$ cat src/rtl/jsu_pkg.sv
`timescale 1ns / 1ps
// jsu_pkg: shared types, codes and helpers for the json string unescaper
// no dependencies; imported by the front, queue, back and top modules

package jsu_pkg;

  // parser phase
  typedef enum logic [1:0] {
    PH_WAIT = 2'd0,
    PH_BODY = 2'd1,
    PH_ESC  = 2'd2,
    PH_HEX  = 2'd3
  } phase_t;

  // result kind codes
  typedef enum logic [1:0] {
    K_BYTE  = 2'd0,
    K_DONE  = 2'd1,
    K_MALF  = 2'd2,
    K_TRUNC = 2'd3
  } kind_t;

  // source characters of interest
  localparam logic [7:0] CH_NUL   = 8'h00;
  localparam logic [7:0] CH_QUOTE = 8'h22;
  localparam logic [7:0] CH_SLASH = 8'h2F;
  localparam logic [7:0] CH_BSL   = 8'h5C;
  localparam logic [7:0] CH_B     = 8'h62;
  localparam logic [7:0] CH_F     = 8'h66;
  localparam logic [7:0] CH_N     = 8'h6E;
  localparam logic [7:0] CH_R     = 8'h72;
  localparam logic [7:0] CH_T     = 8'h74;
  localparam logic [7:0] CH_U     = 8'h75;

  // one queued command: up to three results of one kind
  typedef struct packed {
    logic [1:0] cnt;
    kind_t      kind;
    logic [7:0] b0;
    logic [7:0] b1;
    logic [7:0] b2;
  } cmd_t;

  // queue status seen by both sides
  typedef struct packed {
    logic full;
    logic empty;
  } q_stat_t;

  // hex digit decode: bit 4 set when the character is a hex digit
  function automatic logic [4:0] hex_decode(input logic [7:0] c);
    logic [4:0] r;
    r = 5'd0;
    if (c >= 8'h30 && c <= 8'h39) begin
      r = {1'b1, c[3:0]};
    end else if ((c >= 8'h61 && c <= 8'h66) || (c >= 8'h41 && c <= 8'h46)) begin
      r = {1'b1, c[3:0] + 4'd9};
    end
    return r;
  endfunction

endpackage

$ cat src/rtl/jsu_feed_if.sv
`timescale 1ns / 1ps
// jsu_feed_if: source byte channel of the json string unescaper
// no dependencies

interface jsu_feed_if;
  logic       valid;
  logic       ready;
  logic [7:0] in_byte;

  modport source (output valid, output in_byte, input ready);
  modport sink (input valid, input in_byte, output ready);
endinterface

$ cat src/rtl/jsu_result_if.sv
`timescale 1ns / 1ps
// jsu_result_if: decoded result channel of the json string unescaper
// no dependencies

interface jsu_result_if;
  logic       valid;
  logic       ready;
  logic [7:0] out_byte;
  logic [1:0] kind;
  logic       last;

  modport source (output valid, output out_byte, output kind, output last, input ready);
  modport sink (input valid, input out_byte, input kind, input last, output ready);
endinterface

$ cat src/rtl/json_string_unescape_top.sv
`timescale 1ns / 1ps
// json_string_unescape_top: json string unescaper with utf-8 output
// depends on jsu_pkg, jsu_feed_if, jsu_result_if, jsu_front, jsu_queue, jsu_back
//
// channel | dir | payload                  | handshake
// feed    | in  | in_byte[7:0]             | valid/ready
// result  | out | out_byte[7:0] kind[1:0] last | valid/ready
//
// the front takes one byte per cycle while the command queue has room
// a byte gives 0 to 3 results; the back sends one result request per cycle
// while the receiver is ready; a \u escape giving n utf-8 bytes sends n results,
// the queue of QDEPTH commands absorbs the difference
// reset is synchronous and clears the parser state and queue
// either side may stall at any time without loss

module json_string_unescape_top
  import jsu_pkg::*;
#(
  parameter int QDEPTH = 4
) (
  input  logic         clk,
  input  logic         rst,
  jsu_feed_if.sink     feed,
  jsu_result_if.source result
);

  q_stat_t q_stat;
  logic    q_push, q_pop;
  cmd_t    q_wr, q_head;

  // front: accept and classify
  jsu_front u_front (
    .clk    (clk),
    .rst    (rst),
    .feed   (feed),
    .q_stat (q_stat),
    .push   (q_push),
    .cmd    (q_wr)
  );

  // command queue
  jsu_queue #(
    .DEPTH (QDEPTH)
  ) u_queue (
    .clk    (clk),
    .rst    (rst),
    .push   (q_push),
    .wr_cmd (q_wr),
    .pop    (q_pop),
    .rd_cmd (q_head),
    .stat   (q_stat)
  );

  // back: emit results
  jsu_back u_back (
    .clk    (clk),
    .rst    (rst),
    .head   (q_head),
    .q_stat (q_stat),
    .pop    (q_pop),
    .result (result)
  );

  // no command is written into a full queue
  a_no_overflow: assert property (@(posedge clk) disable iff (rst)
    q_push |-> !q_stat.full)
    else $error("command pushed into full queue");

  // end and error results carry a zero byte
  a_zero_byte: assert property (@(posedge clk) disable iff (rst)
    (result.valid && result.kind != K_BYTE) |-> result.out_byte == 8'd0)
    else $error("non-byte result with nonzero byte");

  // end and error results are always the final result of their byte
  a_status_last: assert property (@(posedge clk) disable iff (rst)
    (result.valid && result.kind != K_BYTE) |-> result.last)
    else $error("non-byte result without last");

endmodule

$ cat src/rtl/jsu_front.sv
`timescale 1ns / 1ps
// jsu_front: accepts source bytes, tracks escapes and builds result commands
// depends on jsu_pkg and jsu_feed_if

module jsu_front
  import jsu_pkg::*;
(
  input  logic       clk,
  input  logic       rst,
  jsu_feed_if.sink   feed,
  input  q_stat_t    q_stat,
  output logic       push,
  output cmd_t       cmd
);

  phase_t      phase, phase_next;
  logic [15:0] code_acc, code_acc_next;
  logic [1:0]  hex_seen, hex_seen_next;

  logic        fire;
  logic [7:0]  c;
  logic [4:0]  hex;
  logic [15:0] code;

  assign feed.ready = !q_stat.full;
  assign fire       = feed.valid && feed.ready;
  assign c          = feed.in_byte;
  assign hex        = hex_decode(c);
  assign code       = {code_acc[11:0], hex[3:0]};

  // classify the byte and work out the command and next state
  always_comb begin
    phase_next    = phase;
    code_acc_next = code_acc;
    hex_seen_next = hex_seen;
    cmd           = '{cnt: 2'd0, kind: K_BYTE, b0: 8'd0, b1: 8'd0, b2: 8'd0};
    unique case (phase)
      PH_WAIT: begin
        if (c == CH_QUOTE) begin
          phase_next = PH_BODY;
        end else begin
          cmd.cnt  = 2'd1;
          cmd.kind = K_MALF;
        end
      end
      PH_BODY: begin
        priority if (c == CH_NUL) begin
          phase_next = PH_WAIT;
          cmd.cnt    = 2'd1;
          cmd.kind   = K_TRUNC;
        end else if (c == CH_QUOTE) begin
          phase_next = PH_WAIT;
          cmd.cnt    = 2'd1;
          cmd.kind   = K_DONE;
        end else if (c == CH_BSL) begin
          phase_next = PH_ESC;
        end else begin
          cmd.cnt = 2'd1;
          cmd.b0  = c;
        end
      end
      PH_ESC: begin
        phase_next = PH_BODY;
        cmd.cnt    = 2'd1;
        unique case (c)
          CH_QUOTE, CH_BSL, CH_SLASH: cmd.b0 = c;
          CH_B: cmd.b0 = 8'h08;
          CH_F: cmd.b0 = 8'h0C;
          CH_N: cmd.b0 = 8'h0A;
          CH_R: cmd.b0 = 8'h0D;
          CH_T: cmd.b0 = 8'h09;
          CH_U: begin
            phase_next    = PH_HEX;
            code_acc_next = 16'd0;
            hex_seen_next = 2'd0;
            cmd.cnt       = 2'd0;
          end
          default: begin
            phase_next = PH_WAIT;
            cmd.kind   = K_MALF;
          end
        endcase
      end
      PH_HEX: begin
        priority if (!hex[4]) begin
          phase_next    = PH_WAIT;
          code_acc_next = 16'd0;
          hex_seen_next = 2'd0;
          cmd.cnt       = 2'd1;
          cmd.kind      = K_MALF;
        end else if (hex_seen != 2'd3) begin
          code_acc_next = code;
          hex_seen_next = hex_seen + 2'd1;
        end else begin
          // fourth digit: encode the code point as utf-8 or reject a surrogate
          code_acc_next = 16'd0;
          hex_seen_next = 2'd0;
          phase_next    = PH_BODY;
          priority if (code[15:7] == 9'd0) begin
            cmd.cnt = 2'd1;
            cmd.b0  = code[7:0];
          end else if (code[15:11] == 5'd0) begin
            cmd.cnt = 2'd2;
            cmd.b0  = {3'b110, code[10:6]};
            cmd.b1  = {2'b10, code[5:0]};
          end else if (code[15:11] == 5'b11011) begin
            // surrogate range is rejected
            phase_next = PH_WAIT;
            cmd.cnt    = 2'd1;
            cmd.kind   = K_MALF;
          end else begin
            cmd.cnt = 2'd3;
            cmd.b0  = {4'b1110, code[15:12]};
            cmd.b1  = {2'b10, code[11:6]};
            cmd.b2  = {2'b10, code[5:0]};
          end
        end
      end
      default: phase_next = PH_WAIT;
    endcase
  end

  assign push = fire && (cmd.cnt != 2'd0);

  // parser state
  always_ff @(posedge clk) begin
    if (rst) begin
      phase    <= PH_WAIT;
      code_acc <= 16'd0;
      hex_seen <= 2'd0;
    end else if (fire) begin
      phase    <= phase_next;
      code_acc <= code_acc_next;
      hex_seen <= hex_seen_next;
    end
  end

endmodule

$ cat src/rtl/jsu_queue.sv
`timescale 1ns / 1ps
// jsu_queue: small command queue between front and back
// depends on jsu_pkg

module jsu_queue
  import jsu_pkg::*;
#(
  parameter int DEPTH = 4
) (
  input  logic    clk,
  input  logic    rst,
  input  logic    push,
  input  cmd_t    wr_cmd,
  input  logic    pop,
  output cmd_t    rd_cmd,
  output q_stat_t stat
);

  localparam int PW = (DEPTH > 1) ? $clog2(DEPTH) : 1;
  localparam int CW = $clog2(DEPTH + 1);

  cmd_t          mem [DEPTH];
  logic [PW-1:0] wr_ptr, rd_ptr;
  logic [CW-1:0] count;
  logic          do_push, do_pop;

  assign stat.full  = (count == CW'(DEPTH));
  assign stat.empty = (count == '0);
  assign do_push    = push && !stat.full;
  assign do_pop     = pop && !stat.empty;
  assign rd_cmd     = mem[rd_ptr];

  // entry storage
  always_ff @(posedge clk) begin
    if (do_push) begin
      mem[wr_ptr] <= wr_cmd;
    end
  end

  // pointers and fill count
  always_ff @(posedge clk) begin
    if (rst) begin
      wr_ptr <= '0;
      rd_ptr <= '0;
      count  <= '0;
    end else begin
      if (do_push) begin
        wr_ptr <= (wr_ptr == PW'(DEPTH - 1)) ? '0 : wr_ptr + 1'b1;
      end
      if (do_pop) begin
        rd_ptr <= (rd_ptr == PW'(DEPTH - 1)) ? '0 : rd_ptr + 1'b1;
      end
      if (do_push && !do_pop) begin
        count <= count + 1'b1;
      end else if (do_pop && !do_push) begin
        count <= count - 1'b1;
      end
    end
  end

endmodule

$ cat src/rtl/jsu_back.sv
`timescale 1ns / 1ps
// jsu_back: expands queued commands into one result request per cycle
// while result.ready is high; depends on jsu_pkg and jsu_result_if

module jsu_back
  import jsu_pkg::*;
(
  input  logic         clk,
  input  logic         rst,
  input  cmd_t         head,
  input  q_stat_t      q_stat,
  output logic         pop,
  jsu_result_if.source result
);

  logic [1:0] sel, sel_next;
  logic       is_last;
  logic       fire;

  assign is_last = (sel == (head.cnt - 2'd1));
  assign fire    = result.valid && result.ready;
  assign pop     = fire && is_last;

  // drive the current result of the head command
  always_comb begin
    result.valid = !q_stat.empty;
    result.kind  = head.kind;
    result.last  = is_last;
    unique case (sel)
      2'd0:    result.out_byte = head.b0;
      2'd1:    result.out_byte = head.b1;
      2'd2:    result.out_byte = head.b2;
      default: result.out_byte = 8'd0;
    endcase
    sel_next = is_last ? 2'd0 : sel + 2'd1;
  end

  // result index within the head command
  always_ff @(posedge clk) begin
    if (rst) begin
      sel <= 2'd0;
    end else if (fire) begin
      sel <= sel_next;
    end
  end

endmodule

$ cat src/flat_wrapper.sv
// flat-port wrapper written by rule: the top's interface ports become plain ports
module json_string_unescape_top_flat import jsu_pkg::*;
#(
  parameter int QDEPTH = 4
)
  (clk, rst, feed_valid, feed_in_byte, feed_ready, result_valid, result_out_byte, result_kind, result_last, result_ready);
  jsu_feed_if feed_i ();
  jsu_result_if result_i ();
  input  logic clk;
  input  logic rst;
  input wire logic [$bits(feed_i.valid)-1:0] feed_valid;
  input wire logic [$bits(feed_i.in_byte)-1:0] feed_in_byte;
  output wire logic [$bits(feed_i.ready)-1:0] feed_ready;
  output wire logic [$bits(result_i.valid)-1:0] result_valid;
  output wire logic [$bits(result_i.out_byte)-1:0] result_out_byte;
  output wire logic [$bits(result_i.kind)-1:0] result_kind;
  output wire logic [$bits(result_i.last)-1:0] result_last;
  input wire logic [$bits(result_i.ready)-1:0] result_ready;
  assign feed_i.valid = feed_valid;
  assign feed_i.in_byte = feed_in_byte;
  assign feed_ready = feed_i.ready;
  assign result_valid = result_i.valid;
  assign result_out_byte = result_i.out_byte;
  assign result_kind = result_i.kind;
  assign result_last = result_i.last;
  assign result_i.ready = result_ready;
  json_string_unescape_top #(.QDEPTH(QDEPTH)) u_core (.clk(clk), .rst(rst), .feed(feed_i), .result(result_i));
endmodule
$ cat config.mk
export PLATFORM = sky130hd
export DESIGN_NAME = json_string_unescape_top_flat
export DESIGN_NICKNAME = d
export VERILOG_FILES = /design/src/rtl/jsu_pkg.sv /design/src/rtl/jsu_feed_if.sv /design/src/rtl/jsu_result_if.sv /design/src/rtl/json_string_unescape_top.sv /design/src/rtl/jsu_front.sv /design/src/rtl/jsu_queue.sv /design/src/rtl/jsu_back.sv /design/src/flat_wrapper.sv
export SDC_FILE = /design/constraint.sdc
export NUM_CORES = 1
export LEC_CHECK = 0
export ABC_CLOCK_PERIOD_IN_PS = 3000
export BUFFER_PORTS_ARGS = -buffer_cell sky130_fd_sc_hd__buf_2
export CAP_MARGIN = 5
export CELL_PAD_IN_SITES_DETAIL_PLACEMENT = 0
export CELL_PAD_IN_SITES_GLOBAL_PLACEMENT = 1
export CORE_MARGIN = 2
export CORE_UTILIZATION = 46
export DETAILED_ROUTE_END_ITERATION = 10
export PLACE_DENSITY = 0.79
export SLEW_MARGIN = 5
export SYNTH_ARGS = -nofsm -noshare
export SYNTH_HDL_FRONTEND = slang
export SYNTH_SLANG_ARGS = --single-unit
$ cat constraint.sdc
create_clock -name clk -period 3 [get_ports clk]
set_input_delay 0 -clock clk [delete_from_list [all_inputs] [get_ports clk]]
set_output_delay 0 -clock clk [all_outputs]
set_load 0.1 [all_outputs]
==> run summary, run 1 <==
GLOBAL ROUTING
--------------------------------------------------------------------------------
Total gr overflow                                                              0
Global-route usage over all layers                                        0.2103
Largest net degree at the start of global routing                             31
Vias in the first global route                                              4069
Wire length of the first global-routing pass                            22710 um
Initial antenna violation count                                                0

FLOORPLANNING
--------------------------------------------------------------------------------
Die height                                                              120.0 um
Placement row count                                                           42
Count of pins on the block boundary                                           25
Core Footprint                                                       13190 sq um
Initial cell density of the core                                          0.4690
Die X                                                                   120.0 um
Die Outline Area                                                     14390 sq um

HOLD PATH
--------------------------------------------------------------------------------
Hold path endpoint                                                  u_core.u_front.code_acc[9]
Cells on Worst Hold Path                                                       2
Worst hold start                                                             rst
Worst hold path type                                                      in2reg

CRITICAL PATH
--------------------------------------------------------------------------------
Critical-path top delay cell                                               or4_1
Dominant delay contributor by cell family on the critical path      simple AND/OR/NAND/NOR gates
Chain of cells forming the critical path                            or4_1 > a31oi_1 > a311oi_1 > a31oi_4 > ha_4 > inv_2 > fa_2 > xor2_1 > or3_1 > a21oi_1
Critical Setup Path Class                                                reg2reg
Reg2reg end                                                         u_core.u_queue.count[2]
FF-to-FF path depth                                                           10
Worst Path Max Fanout                                                          7
Buffers and inverters on the worst path                                        1
Startpoint types                                                            flop
CP endpoint kind                                                            flop
Arrival time reported for the critical path endpoint                     3150 ps
Largest stage delay on the critical path                                  570 ps
Required arrival time at the worst endpoint                              3340 ps
Reg2Reg Setup Slack                                                       180 ps
Startpoint of the worst-slack reg-to-reg timing path                u_core.u_front.code_acc[3]

FINISH
--------------------------------------------------------------------------------
Most common library cell in the layout ignoring fill and taps           edfxtp_1
Most used cells in the layout excluding fill and tap cells          104 x edfxtp_1, 36 x nor2_1, 30 x nand2_1, 26 x dfxtp_1, 25 x mux4_2
Number of cells in the finished layout apart from fillers                    692
Layout cells sized above 1                                                0.2267
Post-layout net count                                                        533
Diode count                                                                    0
Growth of design area from synthesis to finish                            17.58%
Number of fillers in the final layout                                       1088

PWR
--------------------------------------------------------------------------------
Fraction of power consumed by the clock network                            0.348
Reported leakage power                                               0.002471 uW
Relative contribution of sequential cells to total power                   0.370
Pwr dens                                                            820.8 nW/um^2
Switching power total                                                    1960 uW
Switching share of power                                                  0.3283
Cell-internal power                                                      4010 uW
Pwr Total                                                                5970 uW
Maximum vdd ir drop                                                    0.3761 mV
Proportion of power drawn by combinational gates                           0.281

TIMING
--------------------------------------------------------------------------------
Clock period minus final worst setup slack                               2819 ps
Slew headroom                                                             0.6039
Maximum clock rate                                                     354.7 MHz
Final setup skew                                                        7.448 ps
Transition time of the tightest slew-check pin                          591.8 ps
Final worst path period share                                             0.9397
Endpoints failing setup                                                        0
Hold_ws                                                                 61.31 ps
Final count of hold timing violations                                          0
RSZ-0062 raised after global routing                                       false
Final max-slew violation count                                                 0

LOGIC SYNTHESIS
--------------------------------------------------------------------------------
Cells after Synth                                                            463
Number of enable flip-flop cells after synthesis                             104
Primary flip-flop cell chosen by synthesis mapping                      edfxtp_1
Number of different library cells in the post-synthesis netlist               68
Seq/Total Area, Yosys                                                     0.5922
Post-synthesis net count                                                     491
Share of async-settable or async-resettable flops after synthesis              0
Yosys warning total                                                            0
Cells taking the most area after synthesis                          edfxtp_1 50%, mux4_2 9.1%, dfxtp_1 8.7%
Biggest area consumer among synthesized cells                           edfxtp_1
Per-instance average area after synthesis                            13.36 sq um
Netlist Area Pre-Place                                                6186 sq um
Flip-flop and latch count after synthesis                                    131
Area share of the leading cell type in the synthesized netlist            0.5049

ROUTING
--------------------------------------------------------------------------------
Per-cell routed wire length                                             20.28 um
Number of vias per cell after detailed routing                             5.945
Number of DRC markers after the initial detailed-route iteration             461
DRC violations left                                                            0
Number of antenna-violating nets in the routed design                          0
Length of the first detailed-routing pass in iterations                        5
Vias                                                                        4114
Wire length reported by the detailed router                             14030 um

CTS
--------------------------------------------------------------------------------
Quantity of gates resized following cts                                        0
Clk buf depth                                                                  2
Root Buffer                                                            clkbuf_16
Clock buffer count from CTS                                                   17
Post-CTS Setup Bufs                                                            0
Level count of the clock H-tree                                                4
Clock tree from TritonCTS                                                    yes
Clock network latency to the later pin of the worst-skew pair             410 ps
Clock transition at the registers of the reported paths                    60 ps
Number of buffers added to fix hold violations after cts                       1
Clock Sinks                                                                  131

PLACE
--------------------------------------------------------------------------------
# placed instances                                                           661
Routability-driven placement congestion ratio                             0.8765
Hpwl dp                                                                  9235 um
Number of buffers added on ports                                              24

RUN
--------------------------------------------------------------------------------
Max capacitance violation total                                                0

STATUS
--------------------------------------------------------------------------------
Run status                                                             completed

==> how the worst max path moves through the flow <==
stage	slack, ps	cells after the start	startpoint	to
detailed placement	60	11	feed_in_byte[3]	u_core.u_queue.count[2]
floorplan	-230	12	flop	u_core.u_queue.count[2]
global placement	230	11	feed_in_byte[3]	u_core.u_queue.count[2]
CTS	180	10	u_core.u_front.code_acc[3]	u_core.u_queue.count[2]
global route	40	10	u_core.u_front.code_acc[3]	u_core.u_queue.count[2]
finish	180	10	u_core.u_front.code_acc[3]	u_core.u_queue.count[2]
==> power by group through the flow <==
| stage | combinational (uW) | sequential (uW) | clock, uW |
|---|---|---|---|
| floorplan | 1370 | 2220 | 0 |
| global placement | 1670 | 2230 | 0 |
| detailed placement | 1690 | 2250 | 0 |
| CTS | 1700 | 2210 | 2100 |
| global route | 1790 | 2230 | 2180 |
| finish | 1680 | 2210 | 2080 |
==> area by class of cell <==
| type | count | area, sq um | share of cell area |
|---|---|---|---|
| Clock buffer | 18 | 429.2 | 0.05901 |
| Clock inverter | 12 | 165.2 | 0.02271 |
| Inverter | 17 | 63.81 | 0.008773 |
| Multi-Input combinational cell | 292 | 2392 | 0.3289 |
| Sequential cell | 131 | 3665 | 0.5039 |
| Tap cell | 176 | 220.2 | 0.03028 |
| Timing Repair Buffer | 46 | 337.8 | 0.04645 |
==> cells by family (layout without fill, tap and decap cells) <==
| family | Yosys count | in the layout | share of synthesized area |
|---|---|---|---|
| AND/OR/NAND/NOR | 139 | 139 | 0.1169 |
| flip-flops | 131 | 131 | 0.5922 |
| AO/OA/AOI/OAI | 102 | 102 | 0.1220 |
| buffers and inverters | 40 | 93 | 0.02811 |
| multiplexers | 31 | 31 | 0.1015 |
| adder cells (fa/ha/maj) | 16 | 16 | 0.03358 |
| XOR/XNOR | 4 | 4 | 0.005664 |
==> registers in the layout, indices dropped and copies added (netlist names), named ones only <==
signal and count:
u_core.u_queue.mem 104, u_core.u_front.code_acc 12, u_core.u_queue.count 3, u_core.u_back.sel 2, u_core.u_front.hex_seen 2, u_core.u_front.phase 2, u_core.u_queue.rd_ptr 2, u_core.u_queue.wr_ptr 2
==> metrics by stage <==
step           worst slack (ps)  utilization  area, sq um  setup TNS [ps]
2_1_floorplan            -230.5            -         6241          -544.7
5_1_grt                   43.67       0.5514         7273               0
3_3_place_gp              225.5       0.5056         6669               0
6_report                  181.0       0.5514         7273               0
4_1_cts                   183.3       0.5514         7273               0
3_5_place_dp              61.65       0.5056         6669               0
==> synth_stat cells, drive strengths merged, types with 3 or more instances <==
master / n
a2111oi: 3
a211oi: 3
a21o: 5
a21oi: 21
a22oi: 23
a2bb2oi: 3
a31oi: 3
and2: 13
and3: 4
buf: 12
clkbuf: 11
dfxtp: 27
edfxtp: 104
ha: 15
inv: 17
mux2i: 5
mux4: 25
nand2: 30
nand2b: 6
nand3: 9
nor2: 36
nor3: 11
nor3b: 3
nor4: 4
o211ai: 3
o21ai: 13
o221ai: 3
o31ai: 3
or3: 7
or4: 3
==> layer usage <==
| layer | routed length [um] | global-route usage | up-vias |
|---|---|---|---|
| met3 | 826 | 0.04990 | 22 |
| met4 | 293 | 0.08088 | 0 |
| met5 | 0 | 0 | - |
| li1 | - | - | 1890 |
| met2 | 6761 | 0.3352 | 128 |
| met1 | 6149 | 0.2799 | 2074 |
No activity file was read; power rests on OpenSTA's default activity.
==> run 2: changes to the inputs <==
--- a/config.mk
+++ b/config.mk
@@ -5,7 +5,7 @@
 export SDC_FILE = /design/constraint.sdc
 export NUM_CORES = 1
 export LEC_CHECK = 0
-export ABC_CLOCK_PERIOD_IN_PS = 3000
+export ABC_CLOCK_PERIOD_IN_PS = 2400
 export BUFFER_PORTS_ARGS = -buffer_cell sky130_fd_sc_hd__buf_2
 export CAP_MARGIN = 5
 export CELL_PAD_IN_SITES_DETAIL_PLACEMENT = 0
==> constraint.sdc (replaced) <==
create_clock -name clk -period 2.4 [get_ports clk]
set_input_delay 0 -clock clk [delete_from_list [all_inputs] [get_ports clk]]
set_output_delay 0 -clock clk [all_outputs]
set_load 0.1 [all_outputs]
==> run 2 against run 1 <==
  * The flow now finishes with violations (setup timing)
  * Power up 29%
  * Highest routed layer unchanged
  * Worst hold slack worse by 9.8 ps
  * Critical path depth up 1
  * Register-to-register slack worse by 460 ps
  * Sequential share of layout area down 3.6 points
  * Sequential power up 24%
  * Utilization up 4.3 points
  * Sequential cell count unchanged
  * Largest power group unchanged
  * Final area up 7.7%
  * Clock skew up 5.2 ps
==> run summary, run 2 (synthesis results as in run 1) <==
CTS
-------------------------------------------------------------------------------
Clock network latency to the later pin of the worst-skew pair            420 ps   about the same
Clock tree from TritonCTS                                                   yes
Clock buffer count from CTS                                                  17   unchanged
Root Buffer                                                           clkbuf_16
Clock transition at the registers of the reported paths                   60 ps   about the same
Level count of the clock H-tree                                               4   unchanged
Clk buf depth                                                                 2   unchanged
Clock Sinks                                                                 131   unchanged

HOLD PATH
-------------------------------------------------------------------------------
Worst hold start                                                            rst
Worst hold path type                                                     in2reg
Cells on Worst Hold Path                                                      2   unchanged
Hold path endpoint                                                 u_core.u_front.code_acc[11]

TIMING
-------------------------------------------------------------------------------
Final count of hold timing violations                                         0   unchanged
Final setup skew                                                       12.67 ps   +5.219 ps
Clock period minus final worst setup slack                              2678 ps   -141.3 ps
Slack of the critical path                                            -277.7 ps   -458.7 ps
Final-layout setup total negative slack                               -438.5 ps   -438.5 ps
RSZ-0062 raised after global routing                                       true
Endpoints failing setup                                                       2   +2
Maximum clock rate                                                    373.5 MHz   +5.3%
Hold_ws                                                                51.56 ps   -9.756 ps
Final max-slew violation count                                                0   unchanged
Slew headroom                                                            0.5728   -0.03117
Final worst path period share                                             1.116   +0.1760
Transition time of the tightest slew-check pin                         640.9 ps   +49.04 ps

ROUTING
-------------------------------------------------------------------------------
Total length of routed met3 wires                                        753 um   -8.8%
Uppermost routed layer                                                     met4
Number of DRC markers after the initial detailed-route iteration            424   -8.0%
DRC violations left                                                           0   unchanged
Wire length reported by the detailed router                            15030 um   +7.1%
Per-cell routed wire length                                            19.86 um   -2.1%
Length of the first detailed-routing pass in iterations                       5   unchanged
Routed length on met2                                                   7739 um   +14%
Number of vias per cell after detailed routing                            5.646   -5.0%
Met1 layer wirelength in the final routing                              6395 um   +4.0%
Number of antenna-violating nets in the routed design                         0   unchanged
Vias                                                                       4274   +3.9%

RUN
-------------------------------------------------------------------------------
Max capacitance violation total                                               0   unchanged

PWR
-------------------------------------------------------------------------------
Maximum vdd ir drop                                                   0.5397 mV   +44%
Proportion of power drawn by combinational gates                          0.306   +0.025
Relative contribution of sequential cells to total power                  0.356   -0.014
Switching share of power                                                 0.3360   +0.007648
Pwr dens                                                           985.4 nW/um^2   +20%
Switching power total                                                   2595 uW   +32%
Reported leakage power                                              0.002787 uW   +13%
Fraction of power consumed by the clock network                           0.337   -0.011
Cell-internal power                                                     5128 uW   +28%

STATUS
-------------------------------------------------------------------------------
Failing checks                                                     setup timing
Run status                                                         finished with violations

FINISH
-------------------------------------------------------------------------------
Most common library cell in the layout ignoring fill and taps          edfxtp_1
Most used cells in the layout excluding fill and tap cells         104 x edfxtp_1, 84 x buf_4, 36 x nor2_1, 30 x nand2_1, 26 x dfxtp_1
Max FFs per register                                                        104   unchanged
Post-layout net count                                                       596   +12%
Largest registers ranked by flip-flop count                        u_core.u_queue.mem x104, u_core.u_front.code_acc x12, u_core.u_queue.count x3
Growth of design area from synthesis to finish                           26.68%
Register bank with the most flops                                  u_core.u_queue.mem
Diode count                                                                   0   unchanged
Layout cells sized above 1                                               0.3442   +0.1175
Post-layout instance area                                            7836 sq um   +7.7%
Number of cells in the finished layout apart from fillers                   757   +9.4%

PLACE
-------------------------------------------------------------------------------
Routability-driven placement congestion ratio                            0.8912   +1.7%
Hpwl dp                                                                10100 um   +9.4%
Post-place setup slack                                                -454.8 ps   -516.4 ps
Cell area after placement                                            7106 sq um   +6.5%
Number of buffers added on ports                                             24   unchanged
# placed instances                                                          719   +8.8%

FLOORPLANNING
-------------------------------------------------------------------------------
Initial cell density of the core                                         0.4690   unchanged
Core Footprint                                                      13190 sq um   unchanged
Die height                                                             120.0 um   unchanged
Die Outline Area                                                    14390 sq um   unchanged
Die X                                                                  120.0 um   unchanged
Count of pins on the block boundary                                          25   unchanged
Placement row count                                                          42   unchanged

CRITICAL PATH
-------------------------------------------------------------------------------
Reg2Reg Setup Slack                                                     -280 ps   -460 ps
CP endpoint kind                                                           flop
Reg2reg end                                                        u_core.u_queue.count[2]
FF-to-FF path depth                                                          11   +1
Critical Setup Path Class                                               reg2reg
Startpoint of the worst-slack reg-to-reg timing path               u_core.u_front.code_acc[3]
Arrival time reported for the critical path endpoint                    3030 ps   -120 ps
Startpoint types                                                           flop
Worst Path Max Fanout                                                         2   -5
Required arrival time at the worst endpoint                             2750 ps   -590 ps

GLOBAL ROUTING
-------------------------------------------------------------------------------
Initial antenna violation count                                               0   unchanged
Global-route usage over all layers                                       0.2251   +0.01478
Total gr overflow                                                             0   unchanged
Largest net degree at the start of global routing                            31   unchanged
Wire length of the first global-routing pass                           23940 um   +5.4%
Vias in the first global route                                             4374   +7.5%

## run 2: changes by cell type in the layout (fill, tap and decap cells not counted), moves of 3 or more
| cell | delta |
|---|---|
| inv_6 | +3 |
| clkinv_2 | -4 |
| a21oi_2 | +8 |
| buf_2 | -8 |
| and2_4 | +8 |
| buf_4 | +67 |
| clkinvlp_4 | +3 |
| and2_1 | -4 |
| a21oi_1 | -8 |
## run 2: power groups by stage
stage | Sequential [uW] | Clock (uW) | Combinational [uW]
3_5_place_dp | 2800 | 0 | 2260
6_report | 2750 | 2600 | 2370
5_1_grt | 2770 | 2740 | 2510
3_3_place_gp | 2780 | 0 | 2220
2_1_floorplan | 2780 | 0 | 1760
4_1_cts | 2750 | 2640 | 2350
## run 2: metrics by stage
| step | utilization | power [uW] |
|---|---|---|
| 6_report | 0.5941 | 7722 |
| 3_3_place_gp | 0.5387 | 5002 |
| 5_1_grt | 0.5941 | 8019 |
| 4_1_cts | 0.5915 | 7744 |
| 3_5_place_dp | 0.5387 | 5064 |
| 2_1_floorplan | - | 4534 |
## run 2: worst max path at each step
stage / end / slack (ps) / from
final: u_core.u_queue.count[2] / -280 / u_core.u_front.code_acc[3]
after global routing: u_core.u_queue.count[2] / -390 / u_core.u_front.code_acc[3]
after CTS: u_core.u_queue.count[2] / -290 / u_core.u_queue.mem[1][27]
after detailed placement: u_core.u_queue.count[2] / -450 / feed_in_byte[1]
after global placement: u_core.u_queue.count[2] / -340 / feed_in_byte[1]
after floorplan: u_core.u_queue.count[2] / -830 / flop
## run 2: layer usage
layer,global-route usage,up-vias
li1,-,2029
met1,0.2903,2127
met2,0.3803,106
met3,0.05086,12
met4,0.06765,0
met5,0,-
## run 2: area by class of cell
| cell class | count | area (sq um) |
|---|---|---|
| inverter | 17 | 66.31 |
| fill | 1063 | 5354 |
| sequential | 131 | 3665 |
| clock inverter | 15 | 181.4 |
| clock buffer | 17 | 425.4 |
| multi-input combinational | 296 | 2502 |
| tap | 176 | 220.2 |
| timing repair buffer | 105 | 775.7 |
## run 2: repair_timing
item                                    in CTS  in global routing
setup buffers                                1                  0
hold buffers                                 1                  0
pin swaps                                    6                  0
endpoints found under the setup margin     113                 96
endpoints found under the hold margin        1                  0
gates cloned                                 4                  0
resized for setup                           12                 14
## run 2: critical path, stage by stage, from the launching register on
cell      delay (ps)
dfxtp_1          310
or4_4            560
a31oi_4          180
a311oi_1          60
buf_4            150
a31oi_4          170
ha_4             170
inv_2             40
fa_2             350
xor2_1           170
or3_1            330
a21oi_2          120
==> run 3: changes to the inputs <==
--- a/config.mk
+++ b/config.mk
@@ -5,15 +5,15 @@
 export SDC_FILE = /design/constraint.sdc
 export NUM_CORES = 1
 export LEC_CHECK = 0
-export ABC_CLOCK_PERIOD_IN_PS = 2400
+export ABC_CLOCK_PERIOD_IN_PS = 2980
 export BUFFER_PORTS_ARGS = -buffer_cell sky130_fd_sc_hd__buf_2
 export CAP_MARGIN = 5
 export CELL_PAD_IN_SITES_DETAIL_PLACEMENT = 0
 export CELL_PAD_IN_SITES_GLOBAL_PLACEMENT = 1
 export CORE_MARGIN = 2
-export CORE_UTILIZATION = 46
+export CORE_UTILIZATION = 51
 export DETAILED_ROUTE_END_ITERATION = 10
-export PLACE_DENSITY = 0.79
+export PLACE_DENSITY = 0.83
 export SLEW_MARGIN = 5
 export SYNTH_ARGS = -nofsm -noshare
 export SYNTH_HDL_FRONTEND = slang
==> constraint.sdc (replaced) <==
create_clock -name clk -period 2.98 [get_ports clk]
set_input_delay 0 -clock clk [delete_from_list [all_inputs] [get_ports clk]]
set_output_delay 0 -clock clk [all_outputs]
set_load 0.1 [all_outputs]
==> run 3 against run 2 <==
  * The run now ends clean
  * Final area is 8.2% lower
  * Worst hold slack lost 2.4 ps
  * Clock power shrank 25%
  * Die area is 9.5% lower
  * Cell count decreased by 12%
  * Power fell by 24%
  * Worst setup slack improved by 470 ps
  * Critical path depth shrank 1
  * Sequential power down 19%
  * Global-route usage up 0.54 points
  * Non-clock buffer count shrank 60
==> run summary, run 3 (synthesis results as in run 1) <==
CRITICAL PATH
-------------------------------------------------------------------------------
FF-to-FF path depth                                                          10   -1
Critical-path top delay cell                                              or4_1
Dominant delay contributor by cell family on the critical path     simple AND/OR/NAND/NOR gates
Reg2Reg Setup Slack                                                      190 ps   +470 ps
Chain of cells forming the critical path                           or4_1 > a31oi_1 > a311oi_1 > a31oi_4 > ha_4 > inv_2 > fa_2 > xor2_1 > or3_1 > a21oi_1
Critical Setup Path Class                                               reg2reg
Arrival time reported for the critical path endpoint                    3130 ps   +100 ps
Reg2reg end                                                        u_core.u_queue.count[2]
Largest stage delay on the critical path                                 580 ps   +20 ps
Buffers and inverters on the worst path                                       1   -1
CP endpoint kind                                                           flop
Startpoint types                                                           flop
Required arrival time at the worst endpoint                             3320 ps   +570 ps
Worst Path Max Fanout                                                         7   +5
Startpoint of the worst-slack reg-to-reg timing path               u_core.u_front.code_acc[3]

TIMING
-------------------------------------------------------------------------------
Clock period minus final worst setup slack                              2785 ps   +107.6 ps
Final worst path period share                                            0.9346   -0.1811
Endpoints failing setup                                                       0   -2
Slew headroom                                                            0.4829   -0.08982
Final-layout setup total negative slack                                    0 ps   +438.5 ps
Transition time of the tightest slew-check pin                         775.6 ps   +134.7 ps
RSZ-0062 raised after global routing                                      false
Final setup skew                                                       10.15 ps   -2.513 ps
Slack of the critical path                                             194.8 ps   +472.4 ps
Final max-slew violation count                                                0   unchanged
Maximum clock rate                                                    359.0 MHz   -3.9%
Final count of hold timing violations                                         0   unchanged

FLOORPLANNING
-------------------------------------------------------------------------------
Core Footprint                                                      11910 sq um   -9.7%
Count of pins on the block boundary                                          25   unchanged
Initial cell density of the core                                         0.5193   +0.05035
Placement row count                                                          40   -4.8%
Die Outline Area                                                    13030 sq um   -9.5%
Die height                                                             114.1 um   -4.9%
Die X                                                                  114.1 um   -4.9%

ROUTING
-------------------------------------------------------------------------------
Number of DRC markers after the initial detailed-route iteration            359   -15%
DRC violations left                                                           0   unchanged
Number of antenna-violating nets in the routed design                         0   unchanged
Wire length reported by the detailed router                            13890 um   -7.6%
Vias                                                                       4120   -3.6%
Number of vias per cell after detailed routing                            6.205   +9.9%
Length of the first detailed-routing pass in iterations                       5   unchanged
Per-cell routed wire length                                            20.92 um   +5.3%

PLACE
-------------------------------------------------------------------------------
Hpwl dp                                                                 9216 um   -8.8%
Number of buffers added on ports                                             24   unchanged
Cell area after placement                                            6625 sq um   -6.8%
Routability-driven placement congestion ratio                            0.9255   +3.8%
Post-place setup slack                                                 71.20 ps   +525.9 ps

FINISH
-------------------------------------------------------------------------------
Register bank with the most flops                                  u_core.u_queue.mem
Diode count                                                                   0   unchanged
Post-layout net count                                                       532   -11%
Most common library cell in the layout ignoring fill and taps          edfxtp_1
Layout cells sized above 1                                               0.2282   -0.1160
Max FFs per register                                                        104   unchanged
Largest registers ranked by flip-flop count                        u_core.u_queue.mem x104, u_core.u_front.code_acc x12, u_core.u_queue.count x3
Number of fillers in the final layout                                       945   -11%
Most used cells in the layout excluding fill and tap cells         104 x edfxtp_1, 36 x nor2_1, 30 x nand2_1, 26 x dfxtp_1, 25 x mux4_2
Post-layout instance area                                            7192 sq um   -8.2%
Growth of design area from synthesis to finish                           16.26%

GLOBAL ROUTING
-------------------------------------------------------------------------------
Wire length of the first global-routing pass                           22250 um   -7.1%
Total gr overflow                                                             0   unchanged
Largest net degree at the start of global routing                            31   unchanged
Global-route usage over all layers                                       0.2305   +0.005389
Vias in the first global route                                             4113   -6.0%
Initial antenna violation count                                               0   unchanged

PWR
-------------------------------------------------------------------------------
Reported leakage power                                              0.002439 uW   -12%
Switching power total                                                   2038 uW   -21%
Proportion of power drawn by combinational gates                          0.287   -0.019
Relative contribution of sequential cells to total power                  0.381   +0.025
Switching share of power                                                 0.3487   +0.01268
Fraction of power consumed by the clock network                           0.332   -0.005
Maximum vdd ir drop                                                   0.4093 mV   -24%
Cell-internal power                                                     3807 uW   -26%
Pwr dens                                                           812.6 nW/um^2   -18%

CTS
-------------------------------------------------------------------------------
Clk buf depth                                                                 2   unchanged
Root Buffer                                                           clkbuf_16
Clock tree from TritonCTS                                                   yes
Level count of the clock H-tree                                               4   unchanged
Clock buffer count from CTS                                                  17   unchanged
Clock Sinks                                                                 131   unchanged
Post-CTS Setup Bufs                                                           0   -1
Clock transition at the registers of the reported paths                   60 ps   about the same
Clock network latency to the later pin of the worst-skew pair            420 ps   about the same

HOLD PATH
-------------------------------------------------------------------------------
Worst hold start                                                            rst
Hold path endpoint                                                 u_core.u_front.code_acc[4]
Cells on Worst Hold Path                                                      2   unchanged
Worst hold path type                                                     in2reg

RUN
-------------------------------------------------------------------------------
Max capacitance violation total                                               0   unchanged

STATUS
-------------------------------------------------------------------------------
Run status                                                            completed

==> run 3: layout make-up <==
cell class | instances | area [sq um] | area share
flip-flops and latches | 131 | 3665 | 0.5096
multi-input cells | 292 | 2392 | 0.3326
clock buffers | 17 | 425.4 | 0.05915
repair buffers | 45 | 330.3 | 0.04593
well taps | 147 | 183.9 | 0.02557
clock inverters | 15 | 131.4 | 0.01827
inverters | 17 | 63.81 | 0.008873
==> run 3: power groups by stage <==
stage	Clock (uW)	Sequential, uW	Combinational, uW
2_1_floorplan	0	2240	1380
3_3_place_gp	0	2250	1670
3_5_place_dp	0	2260	1690
4_1_cts	1970	2230	1700
5_1_grt	2040	2240	1790
6_report	1940	2220	1680
==> run 3: worst max-delay path by stage <==
stage,from,endpoint,slack [ps],cells after the start
global placement,feed_in_byte[3],u_core.u_queue.count[2],180,12
finish,u_core.u_front.code_acc[3],u_core.u_queue.count[2],190,10
floorplan,flop,u_core.u_queue.count[2],-250,12
detailed placement,feed_in_byte[0],u_core.u_queue.count[2],70,13
global route,u_core.u_front.hex_seen[0],u_core.u_queue.count[2],70,11
CTS,flop,u_core.u_queue.count[2],180,11
==> run 3: stage by stage <==
stage               std cells  hold slack, ps  power [uW]  utilization
floorplan                 463           186.1        3618            -
global placement          631           322.9        3916       0.5562
finish                    664           49.20        5844       0.6038
CTS                       664           29.84        5899       0.6038
global route              664           61.71        6072       0.6038
detailed placement        631           339.7        3955       0.5562
==> run 3: per-layer routing <==
layer / part of all wire / GRT usage / vias to the layer above / wire, um
met2: 0.48 / 0.3595 / 131 / 6711
met3: 0.063 / 0.06300 / 24 / 869
met4: 0.021 / 0.08943 / 0 / 297
li1: - / - / 1897 / -
met1: 0.43 / 0.3106 / 2068 / 6010
met5: 0 / 0 / - / 0
==> run 3: timing repair <==
| action | in CTS | in global routing |
|---|---|---|
| endpoints found under the hold margin | 1 | 0 |
| resized for setup | 0 | 0 |
| hold buffers | 1 | 0 |
